**src/hw/rtl/modexp_pkg.sv**
```systemverilog
// Shared types and constants for the modular multiply / power unit.
// Used by modexp_mulmod, modexp_dp, modexp_ctrl and modular_exponentiation_63bit.
package modexp_pkg;

  localparam int OPND_W       = 64;   // width of operand_a / operand_b
  localparam int RES_W        = 63;   // width of residue and the modulus port
  localparam int STEP_W       = $clog2(OPND_W);
  localparam int EXP_BITS_DEF = 64;
  localparam int MOD_BITS_DEF = 63;

  localparam logic [RES_W-1:0] MOD_RESET = 63'd9223372036854775783;

  typedef enum logic [2:0] {
    ST_IDLE,
    ST_RED_ISSUE,
    ST_RED_WAIT,
    ST_MUL_ISSUE,
    ST_MUL_WAIT,
    ST_POW_ISSUE,
    ST_POW_WAIT,
    ST_FINISH
  } state_t;

  typedef enum logic [1:0] {
    OP_RED,
    OP_MUL,
    OP_POW
  } op_t;

  typedef struct packed {
    logic load;
    logic go;
    op_t  op;
    logic store_red;
    logic store_mul;
    logic store_pow;
    logic clear_res;
  } cmd_t;

  typedef struct packed {
    logic mod_zero;
    logic kind;
    logic done;
    logic exp_last;
  } status_t;

endpackage

```
**src/hw/rtl/modexp_mulmod.sv**
```systemverilog
// Bit-serial shift-and-add modular multiplier: x * y mod m, one bit of x a cycle.
// Depends on modexp_pkg.
module modexp_mulmod import modexp_pkg::*; #(
  parameter int MOD_BITS = MOD_BITS_DEF
) (
  input  logic                clk,
  input  logic                rst,
  input  logic                go,
  input  logic [OPND_W-1:0]   x,
  input  logic [MOD_BITS-1:0] y,
  input  logic [MOD_BITS-1:0] m,
  output logic [MOD_BITS-1:0] result,
  output logic                done
);

  logic [OPND_W-1:0]   xs;
  logic [MOD_BITS-1:0] ys;
  logic [MOD_BITS-1:0] acc;
  logic [STEP_W-1:0]   cnt;
  logic                running;

  logic [MOD_BITS:0]   dbl;
  logic [MOD_BITS:0]   m_ext;
  logic [MOD_BITS:0]   d1;
  logic [MOD_BITS:0]   sum;
  logic [MOD_BITS:0]   d2;

  // double, fold once, add the next partial product, fold once more
  always_comb begin
    m_ext = {1'b0, m};
    dbl   = {acc, 1'b0};
    d1    = (dbl >= m_ext) ? dbl - m_ext : dbl;
    sum   = d1 + (xs[OPND_W-1] ? {1'b0, ys} : '0);
    d2    = (sum >= m_ext) ? sum - m_ext : sum;
  end

  always_ff @(posedge clk) begin
    if (rst) begin
      running <= 1'b0;
      done    <= 1'b0;
      cnt     <= '0;
    end else begin
      done <= 1'b0;
      if (go) begin
        running <= 1'b1;
        cnt     <= '0;
      end else if (running) begin
        cnt <= cnt + STEP_W'(1);
        if (cnt == STEP_W'(OPND_W - 1)) begin
          running <= 1'b0;
          done    <= 1'b1;
        end
      end
    end
  end

  always_ff @(posedge clk) begin
    if (go) begin
      xs  <= x;
      ys  <= y;
      acc <= '0;
    end else if (running) begin
      acc <= d2[MOD_BITS-1:0];
      xs  <= {xs[OPND_W-2:0], 1'b0};
    end
  end

  assign result = acc;

endmodule

```
**src/hw/rtl/modexp_dp.sv**
```systemverilog
// Datapath: modulus register, operand and exponent registers, two modular multipliers.
// Depends on modexp_pkg and modexp_mulmod.
module modexp_dp import modexp_pkg::*; #(
  parameter int EXP_BITS = EXP_BITS_DEF,
  parameter int MOD_BITS = MOD_BITS_DEF
) (
  input  logic              clk,
  input  logic              rst,
  input  cmd_t              cmd,
  output status_t           status,
  input  logic              modulus_wr,
  input  logic [RES_W-1:0]  modulus,
  input  logic              kind,
  input  logic [OPND_W-1:0] operand_a,
  input  logic [OPND_W-1:0] operand_b,
  output logic [RES_W-1:0]  residue
);

  localparam int CNT_W = $clog2(EXP_BITS + 1);

  logic [MOD_BITS-1:0] mod_reg;
  logic                item_kind;
  logic [OPND_W-1:0]   opa;
  logic [OPND_W-1:0]   opb;
  logic [MOD_BITS-1:0] base;
  logic [MOD_BITS-1:0] bred;
  logic [MOD_BITS-1:0] res;
  logic [CNT_W-1:0]    exp_cnt;

  logic [OPND_W-1:0]   x0, x1;
  logic [MOD_BITS-1:0] y0, y1;
  logic [MOD_BITS-1:0] r0, r1;
  logic                done0, done1;

  always_ff @(posedge clk) begin
    if (rst) begin
      mod_reg <= MOD_RESET[MOD_BITS-1:0];
    end else if (modulus_wr) begin
      mod_reg <= modulus[MOD_BITS-1:0];
    end
  end

  // unit 0 multiplies, unit 1 squares; both reduce operands on entry
  always_comb begin
    case (cmd.op)
      OP_RED: begin
        x0 = opa;
        y0 = MOD_BITS'(1);
        x1 = opb;
        y1 = MOD_BITS'(1);
      end
      OP_MUL: begin
        x0 = OPND_W'(base);
        y0 = bred;
        x1 = OPND_W'(base);
        y1 = base;
      end
      OP_POW: begin
        x0 = OPND_W'(res);
        y0 = base;
        x1 = OPND_W'(base);
        y1 = base;
      end
      default: begin
        x0 = opa;
        y0 = MOD_BITS'(1);
        x1 = opb;
        y1 = MOD_BITS'(1);
      end
    endcase
  end

  modexp_mulmod #(.MOD_BITS(MOD_BITS)) u_mul (
    .clk(clk), .rst(rst), .go(cmd.go), .x(x0), .y(y0), .m(mod_reg),
    .result(r0), .done(done0)
  );

  modexp_mulmod #(.MOD_BITS(MOD_BITS)) u_sqr (
    .clk(clk), .rst(rst), .go(cmd.go), .x(x1), .y(y1), .m(mod_reg),
    .result(r1), .done(done1)
  );

  always_ff @(posedge clk) begin
    if (cmd.load) begin
      item_kind <= kind;
      opa       <= operand_a;
      opb       <= operand_b;
    end
    if (cmd.store_red) begin
      base    <= r0;
      bred    <= r1;
      res     <= (mod_reg == MOD_BITS'(1)) ? '0 : MOD_BITS'(1);
      exp_cnt <= CNT_W'(EXP_BITS);
    end
    if (cmd.store_mul) begin
      res <= r0;
    end
    if (cmd.store_pow) begin
      base    <= r1;
      if (opb[0]) begin
        res <= r0;
      end
      opb     <= {1'b0, opb[OPND_W-1:1]};
      exp_cnt <= exp_cnt - CNT_W'(1);
    end
    if (cmd.clear_res) begin
      res <= '0;
    end
  end

  always_comb begin
    status.mod_zero = (mod_reg == '0);
    status.kind     = item_kind;
    status.done     = done0 & done1;
    status.exp_last = (exp_cnt == CNT_W'(1));
  end

  assign residue = RES_W'(res);

endmodule

```
**src/hw/rtl/modexp_ctrl.sv**
```systemverilog
// Controller: sequences reduction, multiply and the square-and-multiply loop.
// Depends on modexp_pkg.
module modexp_ctrl import modexp_pkg::*; (
  input  logic    clk,
  input  logic    rst,
  input  logic    start,
  input  status_t status,
  output cmd_t    cmd,
  output logic    busy,
  output logic    done
);

  state_t state, state_next;

  always_ff @(posedge clk) begin
    if (rst) begin
      state <= ST_IDLE;
    end else begin
      state <= state_next;
    end
  end

  always_comb begin
    state_next = state;
    case (state)
      ST_IDLE: begin
        if (start) state_next = ST_RED_ISSUE;
      end
      ST_RED_ISSUE: begin
        state_next = status.mod_zero ? ST_FINISH : ST_RED_WAIT;
      end
      ST_RED_WAIT: begin
        if (status.done) state_next = status.kind ? ST_POW_ISSUE : ST_MUL_ISSUE;
      end
      ST_MUL_ISSUE: state_next = ST_MUL_WAIT;
      ST_MUL_WAIT: begin
        if (status.done) state_next = ST_FINISH;
      end
      ST_POW_ISSUE: state_next = ST_POW_WAIT;
      ST_POW_WAIT: begin
        if (status.done) state_next = status.exp_last ? ST_FINISH : ST_POW_ISSUE;
      end
      ST_FINISH: state_next = ST_IDLE;
      default: state_next = ST_IDLE;
    endcase
  end

  always_comb begin
    cmd  = '0;
    busy = 1'b1;
    done = 1'b0;
    case (state)
      ST_IDLE: begin
        busy     = 1'b0;
        cmd.load = start;
      end
      ST_RED_ISSUE: begin
        cmd.op        = OP_RED;
        cmd.go        = ~status.mod_zero;
        cmd.clear_res = status.mod_zero;
      end
      ST_RED_WAIT: begin
        cmd.op        = OP_RED;
        cmd.store_red = status.done;
      end
      ST_MUL_ISSUE: begin
        cmd.op = OP_MUL;
        cmd.go = 1'b1;
      end
      ST_MUL_WAIT: begin
        cmd.op        = OP_MUL;
        cmd.store_mul = status.done;
      end
      ST_POW_ISSUE: begin
        cmd.op = OP_POW;
        cmd.go = 1'b1;
      end
      ST_POW_WAIT: begin
        cmd.op        = OP_POW;
        cmd.store_pow = status.done;
      end
      ST_FINISH: done = 1'b1;
      default: busy = 1'b1;
    endcase
  end

endmodule

```
**src/hw/rtl/modular_exponentiation_63bit.sv**
```systemverilog
// Modular multiply (a*b mod m) and power (a^b mod m, right-to-left square and multiply).
// One item at a time; each modular product step issues both bit-serial multipliers over the
// 64 bits of x and waits for their done. A multiply is a reduction and one product step, a
// power a reduction and one step per exponent bit; a zero modulus ends with residue 0, no step.
// busy drops the cycle after done; start is taken only in idle. The receiver cannot stall.
// Synchronous reset returns to idle with the modulus at 9223372036854775783.
module modular_exponentiation_63bit import modexp_pkg::*; #(
  parameter int EXP_BITS = EXP_BITS_DEF,
  parameter int MOD_BITS = MOD_BITS_DEF
) (
  input  logic              clk,
  input  logic              rst,
  input  logic              start,
  output logic              busy,
  input  logic              kind,
  input  logic [OPND_W-1:0] operand_a,
  input  logic [OPND_W-1:0] operand_b,
  input  logic              modulus_wr,
  input  logic [RES_W-1:0]  modulus,
  output logic              done,
  output logic [RES_W-1:0]  residue
);

  cmd_t    cmd;
  status_t status;

  modexp_ctrl u_ctrl (
    .clk(clk), .rst(rst), .start(start), .status(status), .cmd(cmd),
    .busy(busy), .done(done)
  );

  modexp_dp #(.EXP_BITS(EXP_BITS), .MOD_BITS(MOD_BITS)) u_dp (
    .clk(clk), .rst(rst), .cmd(cmd), .status(status),
    .modulus_wr(modulus_wr), .modulus(modulus),
    .kind(kind), .operand_a(operand_a), .operand_b(operand_b),
    .residue(residue)
  );

endmodule
```
**config.mk**
```make
export PLATFORM = sky130hd
export DESIGN_NAME = modular_exponentiation_63bit
export DESIGN_NICKNAME = d
export VERILOG_FILES = /design/src/hw/rtl/modexp_pkg.sv /design/src/hw/rtl/modexp_mulmod.sv /design/src/hw/rtl/modexp_dp.sv /design/src/hw/rtl/modexp_ctrl.sv /design/src/hw/rtl/modular_exponentiation_63bit.sv
export SDC_FILE = /design/constraint.sdc
export NUM_CORES = 2
export LEC_CHECK = 0
export BUFFER_PORTS_ARGS = -buffer_cell sky130_fd_sc_hd__buf_2
export CAP_MARGIN = 0
export CORE_MARGIN = 2
export CORE_UTILIZATION = 30
export CTS_CLUSTER_SIZE = 12
export DETAILED_ROUTE_END_ITERATION = 8
export RECOVER_POWER = 100
export SLEW_MARGIN = 0
export SYNTH_ARGS = -nofsm -noshare
export SYNTH_HDL_FRONTEND = slang
export SYNTH_SLANG_ARGS = --single-unit
```
**constraint.sdc**
```tcl
create_clock -name clk -period 11.5 [get_ports clk]
set_clock_uncertainty 0.15 [all_clocks]
set_input_delay 0.575 -clock clk [delete_from_list [all_inputs] [get_ports clk]]
set_output_delay 0.575 -clock clk [all_outputs]
set_load 0.02 [all_outputs]
```
==> impl_metrics.json <==
{
  "fin_nets": 7489,
  "final_critical_path_setup_slack_ns": 0.368,
  "areaGrowthSynthToFinish_pct": 16.3,
  "finalCritPeriodShare": 0.968,
  "floorplan.die.width_um": 434,
  "cts-root-to-sink-buffers": 3,
  "post-route-drc-count": 0,
  "synth_flop_cell": "edfxtp_1",
  "cts_tree": "yes",
  "ys_async_sr_fraction": 0,
  "dieArea_um2": 188000,
  "placement_rows": 157,
  "ctsHtreeMaxLevel": 3,
  "antenna_found_initial": 7,
  "dr_wl_met3_um": 13400,
  "total_of_buffers_placed_on_input_and_output_ports": 260,
  "initial_core_util": 0.302,
  "worst-path-max-fanout": 47,
  "run_status": "finished, violations left",
  "synth_cell_area_um2": 55400,
  "reg2reg_setup_slack_ns": 0.37,
  "violations": "max-capacitance violations, max-slew violations",
  "synth_edf_count": 515,
  "clkSlewWorstSetupHoldPaths_ns": 0.06,
  "synth_sequential_area_ratio": 0.377,
  "fmaxAchievable_ghz": 0.0898,
  "largest_net_degree_at_the_start_of_global_routing": 172,
  "setup_violations": 0,
  "initialDrtViolationCount": 4910,
  "period_needed_ns": 11.13,
  "hold_start": "modulus[57]",
  "placed_cells": 9116,
  "min_path_type": "in2reg",
  "p_leak_nw": 26.4,
  "total_power_mw": 18.9,
  "ant_nets": 0,
  "rr_startpoint": "u_dp.mod_reg[30]$_SDFFE_PP1P_",
  "critPathRequiredTime_ns": 11.60,
  "rsz0062_at_grt": "false",
  "via_count": 52300,
  "drv.max_cap_violation_count": 29,
  "layoutNonFillerInstCount": 9445,
  "io_pins": 261,
  "slew_limit_fails": 1425,
  "yosysWarnings": 0,
  "syn_nets": 7139,
  "synth_cell_type_count": 89,
  "gpl.final_weighted_congestion": 1.02,
  "grt_first_pass_wirelength_um": 342000,
  "final.setup.tns_ns": 0,
  "first_pass_iters": 5,
  "hold_path_depth": 3,
  "cts.root.buffer_cell": "clkbuf_16",
  "crit_type": "reg2reg",
  "post_synth.cell_area_avg_um2": 8.45,
  "sum_of_overflow_across_all_layers_after_global_routing": 0,
  "dpl_worst_slack_ns": 1.01,
  "worstSkewPairLatency_ns": 0.76,
  "cts_resized": 0,
  "cp.arrival_ns": 11.23,
  "min_delay_worst_endpoint": "u_dp.mod_reg[57]$_SDFFE_PP1P_",
  "met1_length_um": 105000,
  "worst_setup_path_end_kind": "register",
  "slew-limit-headroom": -2.03,
  "reg2reg_depth": 10,
  "detail_route.wl_per_cell_um": 24.9,
  "synthesis.instances": 6553,
  "design.core.area_um2": 183000,
  "die_height_um": 434,
  "vias_per_cell": 5.54,
  "critical_path.reg2reg.endpoint": "u_dp.u_sqr.xs[62]$_DFFE_PP_",
  "dpl.hpwl_um": 181000,
  "final_layout_size_suffix_gt1_frac": 0.0851,
  "wl_um": 235000,
  "cts_num_sinks": 787,
  "ir_worst_vdd_uv": 193,
  "ys_ff_latch": 787,
  "numCtsBuffers": 91,
  "worst_slew_pin_slew_ns": 4.55,
  "globalRouteTotalUtil": 0.243,
  "startpoint_type": "register",
  "power_density_nw_per_um2": 294,
  "routed.top_layer": "met5",
  "met2RoutedLength_um": 107000,
  "final-hold-violation-count": 0,
  "first_global_vias": 50800
}
worst max-delay path by stage:
| stage | startpoint | to | cells after the start |
|---|---|---|---|
| floorplan | u_dp.mod_reg[15]$_SDFFE_PP1P_ | u_dp.u_mul.result[11]$_SDFFE_PP0P_ | 38 |
| global placement | u_dp.mod_reg[51]$_SDFFE_PP1P_ | u_dp.u_mul.result[12]$_SDFFE_PP0P_ | 36 |
| detailed placement | u_dp.mod_reg[30]$_SDFFE_PP1P_ | u_dp.u_mul.result[10]$_SDFFE_PP0P_ | 35 |
| CTS | u_dp.mod_reg[30]$_SDFFE_PP1P_ | u_dp.u_mul.result[10]$_SDFFE_PP0P_ | 35 |
| global route | u_dp.mod_reg[4]$_SDFFE_PP0P_ | u_dp.u_sqr.result[13]$_SDFFE_PP0P_ | 39 |
| finish | u_dp.mod_reg[30]$_SDFFE_PP1P_ | u_dp.u_sqr.xs[62]$_DFFE_PP_ | 10 |
cell type report:
class	instances	area (µm²)
antenna	1	2.50
clock buffer	135	2590
clock inverter	35	382
fill	19100	119000
inverter	193	729
multi-input combinational	5194	32400
sequential	787	20900
tap	2464	3080
timing repair buffer	636	4320
cells in the final DEF (no fill, tap or decap), drive strengths merged, types with 91 or more instances in the layout:
master	count
inv	192
xnor2	251
buf	357
and2	150
dlygate4sd3	158
ha	384
a21oi	720
edfxtp	515
clkbuf	256
o21ai	464
nand3	167
a22oi	132
nor2b	97
o211ai	97
nor2	468
a21o	219
dfxtp	272
a31oi	91
xor2	124
nand2	1016
nand4	94
metrics by stage:
step | utilization | hold WS (ns) | cell area, µm²
2_1_floorplan | - | 0.312 | 55400
5_1_grt | 0.351 | 0.0333 | 64400
3_5_place_dp | 0.329 | 0.321 | 60200
6_report | 0.351 | 0.0223 | 64400
3_3_place_gp | 0.328 | 0.321 | 60200
4_1_cts | 0.353 | 0.00142 | 64800
worst max-delay path: stages (launching register included):
cell,delay [ns]
dfxtp_1,0.37
nor4_1,1.01
nand4_1,0.48
nor4_1,0.99
nand3_1,0.33
nand3_1,0.99
clkinvlp_2,1.61
nor2_1,0.35
clkbuf_1,1.50
clkinvlp_2,1.74
buf_2,0.85
layer usage:
layer | GRT usage | vias to the layer above
li1 | - | 24400
met1 | 0.328 | 25600
met2 | 0.397 | 1918
met3 | 0.0283 | 338
met4 | 0.0889 | 6
met5 | 0 | -
kinds of logic (layout without fill, tap and decap cells):
kind of cell    after synthesis  after routing  synth area share
compound gates             2068           2068             0.230
xor+xnor                    375            375            0.0596
simple gates               2235           2235             0.182
flops                       787            787             0.377
mux                         126            126            0.0236
other cells                   0              1                 0
fa+ha+maj                   390            390            0.0889
buf+inv                     572            999            0.0392
Yosys cell counts, drive strengths merged (44+ instances only):
library cell | instances | area [µm²]
a211oi | 44 | 335
o21a | 48 | 360
a21oi | 720 | 3610
dfxtp | 272 | 5450
a31oi | 91 | 569
nor2b | 97 | 607
xnor2 | 251 | 2210
and2 | 150 | 938
ha | 384 | 4800
nand2 | 1016 | 3820
mux2i | 87 | 871
nand3 | 167 | 836
edfxtp | 515 | 15500
a22oi | 132 | 991
xor2 | 124 | 1090
inv | 192 | 721
o21ai | 464 | 2320
nor2 | 468 | 1760
clkbuf | 346 | 1300
nand4 | 94 | 588
a21o | 219 | 1640
o211ai | 97 | 733
nor3 | 73 | 365
o21bai | 72 | 541
where the power goes:
group	internal, mW	switching, mW	total, mW
logic	4.56	7.32	11.9
clock network	1.66	1.32	2.98
registers	3.51	0.536	4.04
timing repair:
| action | CTS | global route |
|---|---|---|
| hold buffers | 158 | 0 |
| hold endpoints to repair | 158 | 0 |
| buffers inserted | 0 | 0 |
(Power assumes the default switching activity.)
